--- config.mk ---
export PLATFORM = sky130hd
export DESIGN_NAME = vn_square
export DESIGN_NICKNAME = d
export VERILOG_FILES = /design/src/sv/vn_pkg.sv /design/src/sv/vn_square.sv
export SDC_FILE = /design/constraint.sdc
export NUM_CORES = 2
export LEC_CHECK = 0
export BUFFER_PORTS_ARGS = -buffer_cell sky130_fd_sc_hd__buf_4
export CAP_MARGIN = 40
export CORE_AREA = 2 2 293 295
export CTS_BUF_LIST = sky130_fd_sc_hd__clkbuf_8
export CTS_CLUSTER_DIAMETER = 200
export DETAILED_ROUTE_END_ITERATION = 16
export DIE_AREA = 0 0 295 297
export PLACE_DENSITY_LB_ADDON = 0.3
export SLEW_MARGIN = 15
export SYNTH_ARGS = -nofsm -noshare
export SYNTH_HDL_FRONTEND = slang
export SYNTH_SLANG_ARGS = --single-unit
--- constraint.sdc ---
create_clock -name clk_i -period 7.7 [get_ports clk_i]
set_input_delay 0.77 -clock clk_i [delete_from_list [all_inputs] [get_ports clk_i]]
set_output_delay 0.77 -clock clk_i [all_outputs]
set_load 0.05 [all_outputs]
--- src/sv/vn_pkg.sv ---
package vn_pkg;

  localparam int CompW  = 16;
  localparam int SumW   = 32;
  localparam int RootW  = 16;
  localparam int RemW   = RootW + 4;
  localparam int QuotW  = 15;
  localparam int DRemW  = CompW + 1;
  localparam int Lanes  = 3;

  // Data that rides along with the square root chain.
  typedef struct packed {
    logic [Lanes-1:0]            neg;
    logic [Lanes-1:0][CompW-1:0] mag;
  } vn_side_t;

  // Working state of one divider lane.
  typedef struct packed {
    logic [DRemW-1:0] rem;
    logic [QuotW-1:0] quot;
    logic [QuotW-1:0] bits;
  } vn_lane_t;

  // Control and shared data that ride along with the divider chain.
  typedef struct packed {
    logic             vld;
    logic [Lanes-1:0] neg;
    logic [RootW-1:0] len;
  } vn_dctl_t;

endpackage

--- src/sv/vn_square.sv ---
module vn_square import vn_pkg::*; (
  input  logic                        clk_i,
  input  logic                        rst_ni,
  input  logic                        en_i,
  input  logic                        vld_i,
  input  logic [Lanes-1:0][CompW-1:0] comp_i,
  output logic                        vld_o,
  output logic [SumW-1:0]             sum_o,
  output vn_side_t                    side_o
);

  logic [2:0]              vld_q;
  vn_side_t                side_a_q, side_b_q, side_c_q;
  logic [Lanes-1:0][SumW-1:0] sq_q;
  logic [SumW-1:0]         sum_q;
  vn_side_t                side_a_d;

  always_comb begin
    for (int l = 0; l < Lanes; l++) begin
      side_a_d.neg[l] = comp_i[l][CompW-1];
      side_a_d.mag[l] = comp_i[l][CompW-1] ? (~comp_i[l] + 1'b1) : comp_i[l];
    end
  end

  always_ff @(posedge clk_i or negedge rst_ni) begin
    if (!rst_ni) begin
      vld_q <= '0;
    end else if (en_i) begin
      vld_q <= {vld_q[1:0], vld_i};
    end
  end

  always_ff @(posedge clk_i) begin
    if (en_i) begin
      side_a_q <= side_a_d;
      for (int l = 0; l < Lanes; l++) begin
        sq_q[l] <= SumW'(side_a_q.mag[l]) * SumW'(side_a_q.mag[l]);
      end
      side_b_q <= side_a_q;
      // The sum is at most 3 * 2^30 and fits.
      sum_q    <= sq_q[0] + sq_q[1] + sq_q[2];
      side_c_q <= side_b_q;
    end
  end

  assign vld_o  = vld_q[2];
  assign sum_o  = sum_q;
  assign side_o = side_c_q;

endmodule

==> results.cfg <==
[critical_path]
crit_type = reg2reg
r2r_cells = 21
rr_startpoint = side_a_q[17]$_DFFE_PP_
critPathCaptureType = flip-flop
crit_path_max_fanout = 21
critPathArrivalTime_ns = 7.21
required_ns = 8.11
r2r_setup_slack_ns = 0.90
start_kind = flip-flop
r2r_end = sq_q[56]$_DFFE_PP_

[yosys]
yosysWarningCount = 0
async_flop_share_pct = 1.08
netlist_area_um2 = 33600
synth.avg_cell_area_um2 = 10.4
synthCells = 3242
ys_seq_area_share_pct = 24.8
synth_edf_count = 275
synth_ff_type = edfxtp_1
yosysTopAreaCellShare_pct = 31.0
yosysUniqueCellTypes = 76
yosysTopAreaCell = fa_1
ys_ff_latch = 278
synthTopCellsByArea = fa_1 31%, edfxtp_1 25%, ha_1 12%, inv_1 8.6%, xnor2_1 3.5%

[finish]
drive_gt1_share_pct = 7.80
nets = 4268
fillers = 8102
synthToLayoutAreaGrowth_pct = 10.1

[place]
dp_hpwl_um = 57900
io_buffer_count = 135
gp_congestion = 0.884

[timing]
tns_ns = 0
tightestPinTransition_ns = 0.939
slew_viol_final = 0
hold_viol = 0
fmax_mhz = 147
setup_violations = 0
grt_setup_unrepaired = no
post-route-period-util_pct = 88.3
maxSlewHeadroom_pct = 37.4
post-route-min-period_ns = 6.80
skew_ns = 0.0282

[clocking]
ctsHoldBuffers = 1
clk_latency_ns = 0.68
cts-root-buf = clkbuf_8
post_cts_buffers = 0
cts.sinks = 278
cts-resized-gates = 0
htree_levels = 2
cts_tree = built
path_clk_slew_ns = 0.06
cts_buffers = 52
cts_max_path_buffers = 3

[drt]
drt_iter0_drc = 1419
vias = 22100
routedWlPerCell_um = 15.9
final_antenna_net_count = 0
drt-pass1-iter-count = 5
viasPerCell = 4.84
routed_wirelength_um = 72600
drc = 0

[die]
rows = 107
dieHeight_um = 297
fp.coreArea_um2 = 84500
io-pin-count = 136
initial_core_util_pct = 39.7
die-area_um2 = 87600
die_w_um = 295

[global_route]
grt_max_degree = 113
grt_pass1_vias = 23100
grt_pass1_wl_um = 120000
overflow = 0
globalRouteMet3Util_pct = 2.24
grt_use_met1_pct = 24.1
track_usage_pct = 17.1
grt.busiest_layer = met2
antenna_found_initial = 3
gr-usage-met2_pct = 28.0

[hold_path]
hp-start = comp_i[16]
holdPathEnd = side_a_q[16]$_DFFE_PP_
min_delay_path_depth = 1
hold_class = in2reg

[run]
max_cap_violations = 0

[run_status]
outcome = completed
[critical path, stage by stage (launching register included)]
cell and delay, ns:
edfxtp_1 0.71, and2_1 0.33, fa_1 0.49, inv_1 0.06, fa_1 0.53, inv_1 0.05, fa_1 0.50, inv_1 0.05
fa_1 0.53, inv_1 0.05, fa_1 0.47, inv_1 0.05, fa_1 0.48, inv_1 0.04, ha_1 0.33, a21oi_1 0.35
nand3_1 0.12, a211oi_1 0.54, o31ai_1 0.27, a21oi_1 0.26, o21ai_0 0.14, xor2_1 0.17
[per-layer routing]
layer | wire length, um | up-vias
met1 | 33500 | 11000
met3 | 3170 | 72
met2 | 34700 | 404
li1 | - | 10600
met5 | 0 | -
met4 | 1240 | 0
[sequential cells by signal, summed over array words and instances, names as in the netlist]
register	count
sq_q	90
side_a_q	51
side_b_q	51
side_o	51
sum_o	32
vld_q	3
[synthesized netlist by cell type, drive strengths merged (7+ instances only)]
master  number
nand4       15
buf          8
nand3       34
or2         12
xnor2      135
nor2        96
edfxtp     275
nand2b      15
and3        13
nand2      299
ha         329
or4          7
o21ai       78
a31oi       16
a221oi       7
o41ai       10
xor2        42
o31ai       16
nor3        13
a211oi      19
a21oi      119
o21bai      16
nor4        11
a31o         9
inv        772
and2       124
clkbuf      76
a21o        53
o21a         9
fa         520
o211ai       8
nor2b       17
[worst max-delay path by stage]
| stage | depth (start not counted) | from | end |
|---|---|---|---|
| final | 21 | side_a_q[17]$_DFFE_PP_ | sq_q[56]$_DFFE_PP_ |
| after global routing | 22 | side_a_q[2]$_DFFE_PP_ | sq_q[31]$_DFFE_PP_ |
| after CTS | 21 | side_a_q[17]$_DFFE_PP_ | sq_q[56]$_DFFE_PP_ |
| after detailed placement | 21 | side_a_q[17]$_DFFE_PP_ | sq_q[56]$_DFFE_PP_ |
| after global placement | 22 | side_a_q[2]$_DFFE_PP_ | sq_q[25]$_DFFE_PP_ |
| after floorplan | 22 | side_a_q[9]$_DFFE_PP_ | sq_q[28]$_DFFE_PP_ |
[logic make-up after synthesis]
group	after synthesis	synth area share (%)
AOI/OAI and AO/OA	396	7.70
xor gates and xnor gates	177	4.62
muxes	7	0.231
other	1	0.0112
buffers and inverters	856	9.70
adders and majority gates	849	43.3
DFF	278	24.8
and+or+nand+nor	678	9.66
[metrics by stage]
step	utilization [%]	setup slack [ns]	hold slack (ns)	instances	instance area (um^2)
after floorplan	-	1.70	0.400	3244	33600
after global placement	42.4	1.10	0.401	4455	35800
after detailed placement	42.4	0.994	0.405	4456	35800
after CTS	43.7	0.990	0.228	4554	36900
after global routing	43.7	0.536	0.252	4556	37000
final	43.7	0.899	0.281	4556	37000
[cells in the final DEF, fill, tap and decap left out, types with 42 or more instances in the layout]
| cell | count |
|---|---|
| buf_4 | 150 |
| ha_1 | 329 |
| edfxtp_1 | 275 |
| nor2_1 | 96 |
| o21ai_0 | 74 |
| fa_1 | 520 |
| nand2_1 | 299 |
| xor2_1 | 42 |
| a21oi_1 | 119 |
| and2_1 | 124 |
| xnor2_1 | 135 |
| clkbuf_8 | 53 |
| a21o_1 | 51 |
| inv_1 | 781 |
[area by class of cell]
cell class | count | area (um^2) | area share, %
multi-input cells | 2110 | 22000 | 59.5
flip-flops and latches | 278 | 8330 | 22.5
inverters | 772 | 2900 | 7.84
well taps | 1144 | 1430 | 3.87
repair buffers | 153 | 1180 | 3.19
clock buffers | 53 | 729 | 1.97
clock inverters | 44 | 383 | 1.04
diodes | 2 | 5.00 | 0.0135
Power is left out: the tool's default activity adds up to more than one toggle a clock period on the data nets, which glitch-free logic cannot reach.
