$ cat config.mk
export PLATFORM = sky130hd
export DESIGN_NAME = vn_sqrt_cell
export DESIGN_NICKNAME = d
export VERILOG_FILES = /design/src/sv/vn_pkg.sv /design/src/sv/vn_sqrt_cell.sv
export SDC_FILE = /design/constraint.sdc
export NUM_CORES = 1
export LEC_CHECK = 0
export BUFFER_PORTS_ARGS = -buffer_cell sky130_fd_sc_hd__buf_2
export CORE_ASPECT_RATIO = 0.5
export CORE_MARGIN = 4
export CORE_UTILIZATION = 41
export DETAILED_ROUTE_END_ITERATION = 10
export PLACE_DENSITY = 0.77
export REMOVE_ABC_BUFFERS = 1
export SYNTH_ARGS = -nofsm -noshare
export SYNTH_HDL_FRONTEND = slang
export SYNTH_SLANG_ARGS = --single-unit
$ cat constraint.sdc
create_clock -name clk_i -period 0.8 [get_ports clk_i]
set_clock_uncertainty 0.1 [all_clocks]
set_input_delay 0.2 -clock clk_i [delete_from_list [all_inputs] [get_ports clk_i]]
set_output_delay 0.2 -clock clk_i [all_outputs]
set_load 0.03 [all_outputs]
$ cat src/sv/vn_pkg.sv
package vn_pkg;

  localparam int CompW  = 16;
  localparam int SumW   = 32;
  localparam int RootW  = 16;
  localparam int RemW   = RootW + 4;
  localparam int QuotW  = 15;
  localparam int DRemW  = CompW + 1;
  localparam int Lanes  = 3;

  // Data that rides along with the square root chain.
  typedef struct packed {
    logic [Lanes-1:0]            neg;
    logic [Lanes-1:0][CompW-1:0] mag;
  } vn_side_t;

  // Working state of one divider lane.
  typedef struct packed {
    logic [DRemW-1:0] rem;
    logic [QuotW-1:0] quot;
    logic [QuotW-1:0] bits;
  } vn_lane_t;

  // Control and shared data that ride along with the divider chain.
  typedef struct packed {
    logic             vld;
    logic [Lanes-1:0] neg;
    logic [RootW-1:0] len;
  } vn_dctl_t;

endpackage

$ cat src/sv/vn_sqrt_cell.sv
module vn_sqrt_cell import vn_pkg::*; (
  input  logic             clk_i,
  input  logic             rst_ni,
  input  logic             en_i,
  input  logic             vld_i,
  input  logic [SumW-1:0]  rad_i,
  input  logic [RemW-1:0]  rem_i,
  input  logic [RootW-1:0] root_i,
  input  vn_side_t         side_i,
  output logic             vld_o,
  output logic [SumW-1:0]  rad_o,
  output logic [RemW-1:0]  rem_o,
  output logic [RootW-1:0] root_o,
  output vn_side_t         side_o
);

  logic             vld_q;
  logic [SumW-1:0]  rad_q;
  logic [RemW-1:0]  rem_q, rem_d, cur, trial;
  logic [RootW-1:0] root_q, root_d;
  vn_side_t         side_q;

  // One root bit per cell: bring down two radicand bits and try root*4+1.
  always_comb begin
    cur   = {rem_i[RemW-3:0], rad_i[SumW-1:SumW-2]};
    trial = RemW'({root_i, 2'b01});
    if (cur >= trial) begin
      rem_d  = cur - trial;
      root_d = {root_i[RootW-2:0], 1'b1};
    end else begin
      rem_d  = cur;
      root_d = {root_i[RootW-2:0], 1'b0};
    end
  end

  always_ff @(posedge clk_i or negedge rst_ni) begin
    if (!rst_ni) begin
      vld_q <= 1'b0;
    end else if (en_i) begin
      vld_q <= vld_i;
    end
  end

  always_ff @(posedge clk_i) begin
    if (en_i) begin
      rad_q  <= {rad_i[SumW-3:0], 2'b00};
      rem_q  <= rem_d;
      root_q <= root_d;
      side_q <= side_i;
    end
  end

  assign vld_o  = vld_q;
  assign rad_o  = rad_q;
  assign rem_o  = rem_q;
  assign root_o = root_q;
  assign side_o = side_q;

endmodule

==> impl_metrics.tcl <==
set metrics [dict create \
    outcome "finished with violations" \
    violations "hold timing, setup timing" \
    max_freq_mhz 480 \
    setup_viol 153 \
    fp.dieH_microns 84.4 \
    clock_path_buffers 2 \
    grt_max_degree 51 \
    hold_ws_ns -0.0567 \
    drtPass1Iterations 5 \
    critPathMaxFanout 3 \
    vias 4925 \
    min_period_over_period_pct 261 \
    core_sq_um 11200 \
    hold_viol_final 1 \
    ys_ff_latch 118 \
    start_util_pct 42.8 \
    drt_iter0_drc 385 \
    ys_seq_area_share_pct 74.0 \
    reg2reg_depth 2 \
    required_ns 0.87 \
    pre_cts_ws_ns -1.70 \
    synthCells 292 \
    dp_cells 751 \
    netlist_area_sq_um 4780 \
    arrival_ns 2.15 \
    via_per_inst 5.47 \
    rows 27 \
    final_core_util_pct 86.8 \
    min_path_type "primary input to flip-flop" \
    crit_slowest_cell "a221oi_2" \
    postSynthAreaPerCell_sq_um 16.4 \
    gp_congestion 0.868 \
    syn_to_final_growth_pct 103 \
    nets 870 \
    slowest_delay_ns 0.29 \
    numClockSinks 118 \
    fin_setup_tns_ns -83.42 \
    htree_levels 4 \
    grt_pass1_vias 5035 \
    wl_mm 23.2 \
    intPower_mw 15.1 \
    place_hpwl_mm 10.1 \
    die_w_microns 161 \
    endpoint_kind "flip-flop" \
    path_common_cell "o211ai_1" \
    reg2reg_slack_ns -0.23 \
    slew_viol_final 0 \
    power.switching_mw 6.36 \
    grt_use_total_pct 31.6 \
    synth_most_common_cell "edfxtp_1" \
    ys.flop_type "edfxtp_1" \
    vdd_ir_drop_max_v 0.00215 \
    rr_endpoint "vld_o" \
    fin_cells 901 \
    synth-edff-count 117 \
    whs_path_depth 2 \
    drc 0 \
    worst_slack_ns -1.28 \
    yosys_warnings 0 \
    hold_buffers 97 \
    die-area_sq_um 13600 \
    combPwrFrac_pct 26.5 \
    synthTopCellsByCount "edfxtp_1, inv_1, a21oi_1, ha_1" \
    insertion_delay_ns 0.43 \
    clk_pin_slew_ns 0.06 \
    port_buffers 238 \
    r2r-start "vld_o" \
    io_pins 243 \
    drt.antenna.violating_nets 0 \
    grt_pass1_wl_mm 32.1 \
    synthArstFlopShare_pct 0.847 \
    power.share.sequential_pct 36.7 \
    cts-root-buf "clkbuf_16" \
    grt-ovfl-total 0 \
    synth_top_area_share_pct 73.5 \
    finalCriticalPeriod_ns 2.08 \
    start_kind "primary input" \
    layout-drive-gt1-share_pct 56.1 \
    critPathKind "primary input to flip-flop" \
    pwr-share-clk_pct 36.8 \
    wl_per_cell_microns 25.7 \
    rsz0062_at_grt "yes" \
    min_from "vld_i" \
    power.density_nw_per_um2 2210 \
    fill_cells 398 \
    swShare_pct 29.6 \
    maxCapViolCount 0 \
    antenna_found_initial 0 \
    cts_tree "yes" \
    synth.area.top_cells "edfxtp_1, ha_1, mux2_2" \
    min_to "vld_o" \
    synth_cell_types 38 \
    p_leak_nw 4.31 \
    crit_chain "buf_8, inv_4, ha_4, buf_6, o211ai_1, o211ai_1, a41o_1, a21o_1, a221oi_2, xnor2_1, mux2_4" \
    cts_buffers 17 \
    synth_largest_area_cell "edfxtp_1" \
]
sequential cells by signal (all words and copies together) (netlist names):
| name | flops |
|---|---|
| side_o | 51 |
| rem_o | 20 |
| vld_o | 1 |
| root_o | 16 |
| rad_o | 30 |
metrics by stage:
stage                     power, mW  instance area (sq um)
after detailed placement       11.4                   6690
after global routing           22.0                   9700
final                          21.5                   9700
after CTS                      20.5                   9500
after global placement         11.3                   6690
after floorplan                9.80                   4750
worst max-delay path, delay by kind of cell:
family	cells	cell delay, ns
XOR/XNOR	1	0.13
adder cells (fa/ha/maj)	1	0.21
AO/OA/AOI/OAI	5	1.04
buffers and inverters	3	0.28
multiplexers	1	0.28
kinds of logic after synthesis:
family          share of synthesized area (%)
flops                                    74.0
buf+inv                                  2.51
compound gates                           7.17
xor+xnor                                 3.30
fa+ha+maj                                4.71
other cells                            0.0784
mux                                      4.40
simple gates                             3.82
worst max-delay path by stage:
stage	startpoint	to	cells past startpoint
after floorplan	root_i[1]	rem_o[11]	9
after global placement	rem_i[0]	rem_o[17]	9
after detailed placement	rem_i[0]	rem_o[17]	9
after CTS	root_i[2]	rem_o[17]	11
after global routing	root_i[1]	rem_o[17]	11
final	root_i[1]	rem_o[17]	11
cell type report:
type | instances | area (sq um) | area share, %
Sequential cell | 118 | 3540 | 36.5
Clock inverter | 14 | 160 | 1.65
Timing Repair Buffer | 422 | 3820 | 39.4
Tap cell | 159 | 199 | 2.05
Clock buffer | 17 | 425 | 4.39
Inverter | 23 | 93.8 | 0.967
Multi-Input combinational cell | 147 | 1460 | 15.1
Antenna cell | 1 | 2.50 | 0.0258
timing repair:
item	CTS	global route
pin swaps	25	23
resized for setup	299	43
setup endpoints to repair	140	158
buffers inserted	18	8
gates cloned	1	0
hold endpoints to repair	102	2
metal layers:
| metal | share of wire [%] | track usage [%] |
|---|---|---|
| met1 | 36 | 35.2 |
| met2 | 52 | 58.4 |
| met3 | 7.0 | 8.73 |
| met4 | 5.8 | 11.8 |
| met5 | 0 | 0 |
power by group through the flow:
stage	clock network (mW)	logic [mW]	registers [mW]
2_1_floorplan	0	0.858	8.95
3_3_place_gp	0	3.58	7.72
3_5_place_dp	0	3.65	7.75
4_1_cts	7.63	5.09	7.79
5_1_grt	8.26	5.84	7.91
6_report	7.91	5.68	7.88
layout by cell type, fill, tap and decap left out, drive strengths merged, types with 2 or more instances in the layout:
master        count
buf             325
edfxtp          117
dlygate4sd3      83
inv              24
a21oi            20
ha               18
clkbuf           17
mux2             16
nand2            15
dlymetal6s4s     14
xnor2            10
nor2             10
xor2              8
o21ai             7
clkinv            7
a21o              6
and3              5
nand3             4
a31oi             4
o211ai            3
mux2i             3
clkinvlp          3
bufinv            3
a2111oi           2
conb              2
nand2b            2
o21bai            2
(Power assumes the default switching activity.)
