$ cat src/sv/vn_pkg.sv
package vn_pkg;

  localparam int CompW  = 16;
  localparam int SumW   = 32;
  localparam int RootW  = 16;
  localparam int RemW   = RootW + 4;
  localparam int QuotW  = 15;
  localparam int DRemW  = CompW + 1;
  localparam int Lanes  = 3;

  // Data that rides along with the square root chain.
  typedef struct packed {
    logic [Lanes-1:0]            neg;
    logic [Lanes-1:0][CompW-1:0] mag;
  } vn_side_t;

  // Working state of one divider lane.
  typedef struct packed {
    logic [DRemW-1:0] rem;
    logic [QuotW-1:0] quot;
    logic [QuotW-1:0] bits;
  } vn_lane_t;

  // Control and shared data that ride along with the divider chain.
  typedef struct packed {
    logic             vld;
    logic [Lanes-1:0] neg;
    logic [RootW-1:0] len;
  } vn_dctl_t;

endpackage

$ cat src/sv/vn_div_cell.sv
module vn_div_cell import vn_pkg::*; (
  input  logic                 clk_i,
  input  logic                 rst_ni,
  input  logic                 en_i,
  input  vn_dctl_t             ctl_i,
  input  vn_lane_t [Lanes-1:0] lane_i,
  output vn_dctl_t             ctl_o,
  output vn_lane_t [Lanes-1:0] lane_o
);

  logic                 vld_q;
  vn_dctl_t             ctl_q;
  vn_lane_t [Lanes-1:0] lane_q, lane_d;
  logic [DRemW-1:0]     cur [Lanes];

  // One quotient bit per lane per cell, restoring division by the length.
  always_comb begin
    for (int l = 0; l < Lanes; l++) begin
      cur[l] = {lane_i[l].rem[DRemW-2:0], lane_i[l].bits[QuotW-1]};
      lane_d[l].bits = {lane_i[l].bits[QuotW-2:0], 1'b0};
      if (cur[l] >= DRemW'(ctl_i.len)) begin
        lane_d[l].rem  = cur[l] - DRemW'(ctl_i.len);
        lane_d[l].quot = {lane_i[l].quot[QuotW-2:0], 1'b1};
      end else begin
        lane_d[l].rem  = cur[l];
        lane_d[l].quot = {lane_i[l].quot[QuotW-2:0], 1'b0};
      end
    end
  end

  always_ff @(posedge clk_i or negedge rst_ni) begin
    if (!rst_ni) begin
      vld_q <= 1'b0;
    end else if (en_i) begin
      vld_q <= ctl_i.vld;
    end
  end

  always_ff @(posedge clk_i) begin
    if (en_i) begin
      ctl_q  <= ctl_i;
      lane_q <= lane_d;
    end
  end

  always_comb begin
    ctl_o     = ctl_q;
    ctl_o.vld = vld_q;
  end

  assign lane_o = lane_q;

endmodule

$ cat config.mk
export PLATFORM = sky130hd
export DESIGN_NAME = vn_div_cell
export DESIGN_NICKNAME = d
export VERILOG_FILES = /design/src/sv/vn_pkg.sv /design/src/sv/vn_div_cell.sv
export SDC_FILE = /design/constraint.sdc
export NUM_CORES = 1
export LEC_CHECK = 0
export BUFFER_PORTS_ARGS = -buffer_cell sky130_fd_sc_hd__buf_2
export CORE_ASPECT_RATIO = 0.8
export CORE_MARGIN = 2
export CORE_UTILIZATION = 38
export DETAILED_ROUTE_END_ITERATION = 6
export SYNTH_ARGS = -nofsm -noshare
export SYNTH_HDL_FRONTEND = slang
export SYNTH_SLANG_ARGS = --single-unit
$ cat constraint.sdc
create_clock -name clk_i -period 1.7 [get_ports clk_i]
set_input_delay 0.51 -clock clk_i [delete_from_list [all_inputs] [get_ports clk_i]]
set_output_delay 0.51 -clock clk_i [all_outputs]
set_load 0.01 [all_outputs]
==> results of run 1 <==
==> critical path: stages <==
cell and delay, ps:
buf_2 120, inv_2 50, ha_4 160, fa_2 420, nor2b_4 150, o31ai_4 110, a211oi_2 410, nor4_1 90
a311o_1 290, mux2_4 270
==> cell usage in the layout, fill, tap and decap left out, drive strengths merged, types with 4 or more instances in the layout <==
| master | synthesis | routed |
|---|---|---|
| a211o | 4 | 4 |
| a211oi | 6 | 6 |
| a21o | 10 | 10 |
| a21oi | 36 | 36 |
| and2 | 6 | 6 |
| and3 | 6 | 6 |
| buf | 16 | 519 |
| clkbuf | 6 | 18 |
| clkinv | 0 | 7 |
| clkinvlp | 0 | 5 |
| edfxtp | 157 | 157 |
| ha | 48 | 48 |
| inv | 35 | 38 |
| mux2 | 25 | 25 |
| mux2i | 6 | 6 |
| nand2 | 24 | 24 |
| nand2b | 4 | 4 |
| nand3 | 23 | 23 |
| nand4 | 8 | 8 |
| nor2 | 28 | 28 |
| nor2b | 10 | 10 |
| nor3 | 13 | 13 |
| nor3b | 4 | 4 |
| nor4 | 6 | 6 |
| o211ai | 8 | 8 |
| o21a | 16 | 16 |
| o21ai | 38 | 38 |
| o31a | 9 | 9 |
| o31ai | 10 | 10 |
| or2 | 4 | 4 |
| xnor2 | 14 | 14 |
| xor2 | 11 | 11 |
==> layout make-up <==
| cell class | count | area, µm² | area share [%] |
|---|---|---|---|
| multi-input cells | 423 | 4030 | 30.1 |
| diodes | 1 | 2.50 | 0.0187 |
| clock buffers | 17 | 425 | 3.18 |
| repair buffers | 521 | 3500 | 26.2 |
| flip-flops and latches | 158 | 4740 | 35.5 |
| clock inverters | 15 | 168 | 1.25 |
| inverters | 35 | 165 | 1.24 |
| well taps | 275 | 344 | 2.57 |
==> metrics by stage <==
stage | instance area (µm²) | worst slack [ps] | utilization [%] | cells | setup TNS (ps)
after floorplan | 8510 | -811 | - | 638 | -37760
after global placement | 11600 | -1190 | 54.2 | 1373 | -57660
after detailed placement | 11600 | -1190 | 54.2 | 1373 | -58280
after CTS | 13200 | -687 | 61.3 | 1437 | -28600
after global routing | 13400 | -754 | 62.3 | 1444 | -32810
final | 13400 | -708 | 62.3 | 1445 | -29550
==> routing by layer <==
layer | routed length [µm] | vias up | global-route usage [%]
met2 | 13300 | 263 | 37.9
met3 | 1660 | 43 | 5.65
li1 | - | 3507 | -
met5 | 0 | - | 0
met4 | 727 | 0 | 8.62
met1 | 11500 | 3550 | 29.0
==> power by group <==
group          internal (mW)  total [mW]  leakage, nW  switching (mW)
Clock                   1.98        3.86        0.292            1.88
Sequential              4.77        4.87         1.55          0.0982
Combinational           1.79        3.47         4.09            1.68
Total                   8.55        12.2         5.93            3.66
==> flip-flops by register name, summed over array words and instances (netlist names) <==
| signal | flops |
|---|---|
| ctl_o | 19 |
| vld_q | 1 |
| lane_o | 138 |
==> worst max-delay path by stage <==
stage                from                    end  slack [ps]  cells after the start
2_1_floorplan    ctl_i[2]   lane_o[46]$_DFFE_PP_        -810                      8
3_3_place_gp     ctl_i[3]   lane_o[46]$_DFFE_PP_       -1190                     10
3_5_place_dp     ctl_i[2]  lane_o[134]$_DFFE_PP_       -1190                      9
4_1_cts          ctl_i[2]   lane_o[91]$_DFFE_PP_        -690                     11
5_1_grt          ctl_i[2]   lane_o[87]$_DFFE_PP_        -750                     11
6_report       lane_i[61]   lane_o[87]$_DFFE_PP_        -710                     10
==> kinds of logic after synthesis <==
group / count (synthesis) / share of synthesized area, %
adder cells (fa/ha/maj): 51 / 7.99
other: 1 / 0.0453
XOR/XNOR: 25 / 2.65
flip-flops: 158 / 57.3
AND/OR/NAND/NOR: 143 / 9.22
AO/OA/AOI/OAI: 170 / 15.0
multiplexers: 31 / 4.40
buffers and inverters: 57 / 3.42
==> timing repair <==
action / 4_1_cts / 5_1_grt
gates resized for setup: 139 / 34
hold endpoints to repair: 1 / 0
pin swaps: 55 / 36
hold buffers: 1 / 0
setup endpoints to repair: 54 / 54
gates cloned: 2 / 1
buffers inserted: 33 / 9
==> run summary, run 1 <==
Reg2reg setup slack: 950 ps
Post-DP HPWL: 20100 µm
Area share of the largest cell type after synthesis: 57.0%
Fmax: 0.415 GHz
Die height: 136 µm
Vias in the first global route: 7237
Initial Util: 38.6%
Area Overhead vs Synth: 61.6%
Arr. time, crit path: 2580 ps
Final WL: 27200 µm
Final Max Tran Viols: 0
EDFF count, synth: 157
Hold WC Path Type: in -> reg
Gr usage total: 22.8%
Gr ovfl total: 0
Nature of the critical path endpoint: flip-flop
R2R Path End: vld_q$_DFFE_PN0P_
Via count: 7363
Layout cell share with drive strength beyond 1: 60.5%
TritonCTS clock tree: built
Final Hold Fails: 0
DIE WIDTH: 169 µm
Remaining DRCs: 0
Core area: 21400 µm²
Post-Syn Area: 8270 µm²
Part of the cycle the worst path needs: 142%
Hold_sp: lane_i[107]
Distinct cells, synth: 76
DIE AREA: 23000 µm²
Sequential share of the synthesized area: 57.3%
Clk sinks: 158
Hold path depth: 1
Worst setup path category: in -> reg
Outcome: complete, but fails checks
Routed WL per cell: 18.8 µm
Max-cap viol count: 0
Synth top cells by count: edfxtp_1, ha_1, a21oi_1
Largest net degree at the start of global routing: 58
Peak supply drop: 0.699 mV
Initial antenna violation count: 1
CTS Buf Count: 17
Number of routed nets with antenna violations: 0
Clk_skew: 0 ps
Fin nets: 1371
Area leader, netlist: edfxtp_1
Worst Path Required: 1870 ps
RSZ-0062 raised after global routing: yes
Final GP Congestion: 0.881
WHS Endpoint: lane_o[108]$_DFFE_PP_
# IOs: 325
Site Rows: 48
Path depth of the worst reg2reg path: 1
Tot Pwr: 12.2 mW
Yosys reg bits: 158
Avg Synthesized Cell Area: 13.0 µm²
Buffers added on ports: 315
Drt via density: 5.10
Clock Latency Late Sink: 410 ps
Router iterations before antenna repair: 5
Clock Path Buffers: 2
Reg2Reg Launch Point: vld_q$_DFFE_PN0P_
H-tree levels: 4
Fin crit period: 2410 ps
Largest fanout on the critical path: 4
Synth top area cells: edfxtp_1, ha_1, mux2_2
P per Cell Area: 913 nW/µm²
Dominant synthesized flop cell: edfxtp_1
Fillers: 1694
Clock root cell: clkbuf_16
Most frequent cell after synthesis: edfxtp_1
Post-synth ARST share: 0.633%
Yosys warns: 0
Syn Inst Count: 636
Static leakage: 5.93 nW
Startpoint types: primary input
Global-route wire length before repair: 39900 µm
CTS clock-pin slew for the worst setup and hold paths: 80 ps
Initial drt markers: 500
Violated checks: setup timing
Hold slack: 252 ps
Worst setup margin: -708 ps
# setup viols final: 54
Power figures use the tool's default switching activity.
==> run 2: changes to the inputs <==
--- a/config.mk
+++ b/config.mk
@@ -5,6 +5,7 @@
 export SDC_FILE = /design/constraint.sdc
 export NUM_CORES = 1
 export LEC_CHECK = 0
+export ABC_AREA = 1
 export BUFFER_PORTS_ARGS = -buffer_cell sky130_fd_sc_hd__buf_2
 export CORE_ASPECT_RATIO = 0.8
 export CORE_MARGIN = 2
==> run 2 against run 1 <==
Compared with the run above: die area up 6.9%; largest power group unchanged; clock skew unchanged; the flow still finishes with violations (setup timing); sequential share of layout area down 2.5 points; final cell count up 27%; register-to-register slack about the same; clock power up 7.3%; synthesized cell count up 57%; utilization up 1.0 points; non-clock buffer count down 10.
==> run summary, run 2 <==
Outcome: complete, but fails checks
Violated checks: setup timing
Yosys warns: 0
Fin crit period: 1970 ps
DIE WIDTH: 175 µm
Clk_skew: 0 ps
Critical Path Start: ctl_i[12]
Area leader, netlist: edfxtp_1
Post-DP HPWL: 23300 µm
Final GP Congestion: 0.929
Fmax: 0.506 GHz
Area share of the largest cell type after synthesis: 53.2%
Clock Latency Late Sink: 420 ps
Drt via density: 4.69
Synth top cells by count: nand2_1, inv_1, edfxtp_1
Reg2reg setup slack: 960 ps
Synth top area cells: edfxtp_1, nand2_1, inv_1
Clock Path Buffers: 2
Avg Synthesized Cell Area: 8.89 µm²
Startpoint types: primary input
Part of the cycle the worst path needs: 116%
Syn Inst Count: 997
Hold WC Path Type: in -> reg
Worst Setup EP: lane_o[42]$_DFFE_PP_
CP max-delay cell: ha_4
Main combinational cell family by area after synthesis: simple AND/OR/NAND/NOR gates
Proportion of synthesized area in mux cells: 0.127%
Reg2Reg Launch Point: vld_q$_DFFE_PN0P_
Initial Util: 39.1%
R2R Path End: vld_q$_DFFE_PN0P_
Buffers added on ports: 315
Distinct cells, synth: 31
# setup viols final: 54
Site Rows: 49
CTS Buf Count: 17
Gr ovfl total: 0
Arr. time, crit path: 2150 ps
Crit-path cells: buf_8 > clkinvlp_4 > buf_12 > buf_12 > ha_4 > nand2_2 > nand2_2 > inv_1 > nand2_1 > nand2_1 > nand2_1 > nor2_2 > nand2_4 > buf_8 > nand3_2 > nand2_1
Final Hold Fails: 0
Via count: 8606
Most common cell after layout, fill and taps aside: buf_2
Clock root cell: clkbuf_16
Initial antenna violation count: 0
Max-cap viol count: 0
Worst path max stage delay: 240 ps
Worst setup path category: in -> reg
Most frequent cell after synthesis: nand2_1
Post-Syn Area: 8860 µm²
Final WL: 30900 µm
Worst Path Required: 1880 ps
Most common cell on crit path: nand2_1
Synth Area in Compound Gates: 2.02%
Largest net degree at the start of global routing: 33
Fin nets: 1731
Final Max Tran Viols: 0
Gr usage total: 23.6%
H-tree levels: 4
Remaining DRCs: 0
Fin area: 14400 µm²
CTS clock-pin slew for the worst setup and hold paths: 70 ps
Largest fanout on the critical path: 8
XOR/XNOR share of the synthesized area: 2.08%
Die height: 141 µm
Vias in the first global route: 7929
RSZ-0062 raised after global routing: yes
Clk sinks: 158
DIE AREA: 24600 µm²
# IOs: 325
Place WS: -797 ps
Worst setup margin: -274 ps
Initial drt markers: 630
Peak supply drop: 0.680 mV
Sequential share of the synthesized area: 53.5%
Area Overhead vs Synth: 62.3%
Global-route wire length before repair: 44100 µm
Nature of the critical path endpoint: flip-flop
Path depth of the worst reg2reg path: 1
Dominant synthesized flop cell: edfxtp_1
Most frequent cells in the layout: buf_2, nand2_1, buf_4, edfxtp_1, inv_1
Yosys reg bits: 158
P per Cell Area: 877 nW/µm²
Routed WL per cell: 16.8 µm
Post-synth ARST share: 0.633%
Max reg flops: 138
Core area: 22700 µm²
TritonCTS clock tree: built
EDFF count, synth: 157
Number of routed nets with antenna violations: 0
Layout cell share with drive strength beyond 1: 50.9%
Instance area after placement: 12200 µm²
Adder-Cell Fraction of Synth Area: 7.46%
Static leakage: 7.13 nW
Synth Area in Simple Gates: 26.3%
Number of diodes: 0
Router iterations before antenna repair: 5
## run 2: cell types whose count changed after synthesis, moves of 18 or more
cell	change
nand2_1	+357
inv_1	+129
nand3_1	+34
nand4_1	+21
o21ai_0	-21
mux2_2	-18
## run 2: how the worst min path moves through the flow
stage / depth (start not counted) / end / from / slack (ps)
detailed placement: 1 / vld_q$_DFFE_PN0P_ / rst_ni / 290
global route: 1 / lane_o[25]$_DFFE_PP_ / lane_i[24] / 240
floorplan: 0 / vld_q$_DFFE_PN0P_ / rst_ni / 210
global placement: 1 / vld_q$_DFFE_PN0P_ / rst_ni / 280
finish: 1 / lane_o[50]$_DFFE_PP_ / lane_i[49] / 260
CTS: 1 / lane_o[29]$_DFFE_PP_ / lane_i[28] / 240
## run 2: power breakdown
| part | leakage [nW] | switching, mW | internal, mW | total (mW) |
|---|---|---|---|---|
| registers | 1.55 | 0.0933 | 4.76 | 4.86 |
| clock network | 0.302 | 1.77 | 2.37 | 4.14 |
| logic | 5.28 | 1.99 | 1.63 | 3.62 |
| total | 7.13 | 3.85 | 8.76 | 12.6 |
## run 2: kinds of logic after synthesis
logic type | count (synthesis)
and+or+nand+nor | 545
buffers and inverters | 185
DFF | 158
adders and majority gates | 51
AOI/OAI and AO/OA | 35
xor gates and xnor gates | 21
other | 1
muxes | 1
## run 2: timing repair
item | 4_1_cts | 5_1_grt
endpoints found under the hold margin | 1 | 0
hold buffers | 1 | 0
buffers inserted | 19 | 18
setup endpoints to repair | 54 | 54
resized for setup | 92 | 193
gates cloned | 7 | 3
pin swaps | 34 | 107
## run 2: final cells by class
class / instances / area (µm²)
clock buffer: 17 / 425
clock inverter: 14 / 198
fill: 1936 / 8300
inverter: 169 / 684
multi-input combinational: 659 / 4490
sequential: 158 / 4740
tap: 306 / 383
timing repair buffer: 511 / 3460
## run 2: layer usage
layer | GRT usage (%) | part of all wire [%] | vias up
met2 | 39.6 | 49 | 323
met1 | 30.7 | 42 | 3986
met4 | 6.58 | 1.8 | 0
met5 | 0 | 0 | -
li1 | - | - | 4263
met3 | 5.46 | 7.2 | 34
## run 2: through the flow
| step | TNS (ps) | hold slack [ps] | utilization (%) | total power [mW] | std cells |
|---|---|---|---|---|---|
| floorplan | -14050 | 214 | - | 6.43 | 999 |
| global placement | -37860 | 284 | 53.7 | 7.90 | 1756 |
| detailed placement | -38800 | 287 | 53.7 | 7.92 | 1756 |
| CTS | -8400 | 240 | 59.6 | 12.3 | 1814 |
| global route | -14770 | 237 | 63.4 | 13.2 | 1834 |
| finish | -11070 | 261 | 63.4 | 12.6 | 1834 |
## run 2: critical path: cells and delay by family
family / cells / cell delay, ps
adder cells (fa/ha/maj): 1 / 240
buffers and inverters: 6 / 680
AND/OR/NAND/NOR: 9 / 720
==> run 3: changes to the inputs <==
--- a/config.mk
+++ b/config.mk
@@ -7,10 +7,11 @@
 export LEC_CHECK = 0
 export ABC_AREA = 1
 export BUFFER_PORTS_ARGS = -buffer_cell sky130_fd_sc_hd__buf_2
-export CORE_ASPECT_RATIO = 0.8
+export CORE_ASPECT_RATIO = 1.4
 export CORE_MARGIN = 2
 export CORE_UTILIZATION = 38
 export DETAILED_ROUTE_END_ITERATION = 6
+export SKIP_CTS_REPAIR_TIMING = 1
 export SYNTH_ARGS = -nofsm -noshare
 export SYNTH_HDL_FRONTEND = slang
 export SYNTH_SLANG_ARGS = --single-unit
==> run 3 against run 2 <==
Compared with the run above: the run still ends with setup timing left; sequential cell count unchanged; critical endpoint is now lane_o[79]$_DFFE_PP_; sequential share of layout area rose by 0.87 points; setup slack worse by 14 ps; utilization down 2.6 points; design area down 2.6%.
==> run summary, run 3 (synthesized netlist as in run 2, its figures left out) <==
Outcome: complete, but fails checks
Violated checks: setup timing
Initial Util: 38.4%
# IOs: 325
Largest net degree at the start of global routing: 83
Reg2reg setup slack: 960 ps
WHS Endpoint: lane_o[53]$_DFFE_PP_
Final WL: 29600 µm
DIE AREA: 24600 µm²
Largest fanout on the critical path: 7
Peak supply drop: 0.665 mV
Place WS: -782 ps
Number of routed nets with antenna violations: 0
Nature of the critical path endpoint: flip-flop
Core area: 23000 µm²
Dpl cells: 1777
H-tree levels: 4
Most common cell after layout, fill and taps aside: buf_2
Area Overhead vs Synth: 58.1%
Hold path depth: 1
Fin crit period: 1990 ps
Arr. time, crit path: 2180 ps
Fin nets: 1727
CTS clock-pin slew for the worst setup and hold paths: 70 ps
Final Max Tran Viols: 0
Clk_skew: 0 ps
Gr ovfl total: 0
Fmax: 0.503 GHz
Path depth of the worst reg2reg path: 1
Final Hold Fails: 0
CTS Buf Count: 17
Global-route wire length before repair: 42200 µm
Routed WL per cell: 16.1 µm
Via count: 8479
Router iterations before antenna repair: 5
Register area: 4740 µm²
Final GP Congestion: 0.921
Initial antenna violation count: 2
Startpoint types: primary input
Post-DP HPWL: 23500 µm
Worst setup margin: -289 ps
Drt via density: 4.63
Multi-input gate area: 4370 µm²
Hold WC Path Type: in -> reg
Max-cap viol count: 0
Hold slack: 244 ps
Gr usage total: 23.0%
Die height: 185 µm
Part of the cycle the worst path needs: 117%
Hold_sp: lane_i[52]
TritonCTS clock tree: built
Clock root cell: clkbuf_16
Worst Path Required: 1890 ps
Clock Path Buffers: 2
Fillers: 1961
Max reg flops: 138
TNS Setup: -12590 ps
Static leakage: 7.04 nW
Layout cell share with drive strength beyond 1: 49.3%
P per Cell Area: 875 nW/µm²
Reg2Reg Launch Point: vld_q$_DFFE_PN0P_
Clock Latency Late Sink: 430 ps
DIE WIDTH: 133 µm
Most frequent cells in the layout: buf_2, nand2_1, buf_4, edfxtp_1, inv_1
Vias in the first global route: 8072
R2R Path End: vld_q$_DFFE_PN0P_
Remaining DRCs: 0
Tot Pwr: 12.3 mW
Site Rows: 66
# setup viols final: 54
Worst setup path category: in -> reg
Buffers added on ports: 315
Clk sinks: 158
RSZ-0062 raised after global routing: yes
Initial drt markers: 500
Final Non-Filler Cells: 1833
-- run 3: critical path: stages --
cell	delay, ps
buf_8	80
clkinvlp_4	200
buf_6	190
ha_4	290
nand2_2	60
inv_2	80
nand3_4	70
nor2_4	110
nand4_4	180
buf_6	200
nand4_1	130
nand2_2	70
-- run 3: area by class of cell --
type	instances	area share, %
flip-flops and latches	158	33.8
multi-input cells	658	31.2
repair buffers	506	22.9
inverters	169	4.87
clock buffers	18	3.06
well taps	306	2.73
clock inverters	14	1.23
repair inverters	2	0.143
diodes	2	0.0357
-- run 3: metrics by stage --
stage	instance area [µm²]	utilization [%]
finish	14000	60.8
detailed placement	12300	53.5
floorplan	9150	-
global route	14000	60.8
CTS	12900	56.1
global placement	12300	53.5
-- run 3: power breakdown --
part,internal (mW),leakage (nW),switching [mW]
sequential,4.77,1.55,0.0996
combinational,1.55,5.20,1.92
clock,2.22,0.293,1.70
total,8.54,7.04,3.71
-- run 3: worst max path at each step --
stage | start | end | cells past startpoint
2_1_floorplan | ctl_i[6] | lane_o[82]$_DFFE_PP_ | 13
3_3_place_gp | ctl_i[12] | lane_o[86]$_DFFE_PP_ | 12
3_5_place_dp | ctl_i[12] | lane_o[86]$_DFFE_PP_ | 12
4_1_cts | ctl_i[12] | lane_o[86]$_DFFE_PP_ | 12
5_1_grt | ctl_i[6] | lane_o[132]$_DFFE_PP_ | 13
6_report | ctl_i[12] | lane_o[79]$_DFFE_PP_ | 12
-- run 3: per-layer routing --
metal,up-vias,track usage (%),part of all wire [%]
met5,-,0,0
met4,0,12.8,4.4
met3,71,4.26,5.5
met2,290,43.3,54
met1,3857,23.8,37
li1,4261,-,-
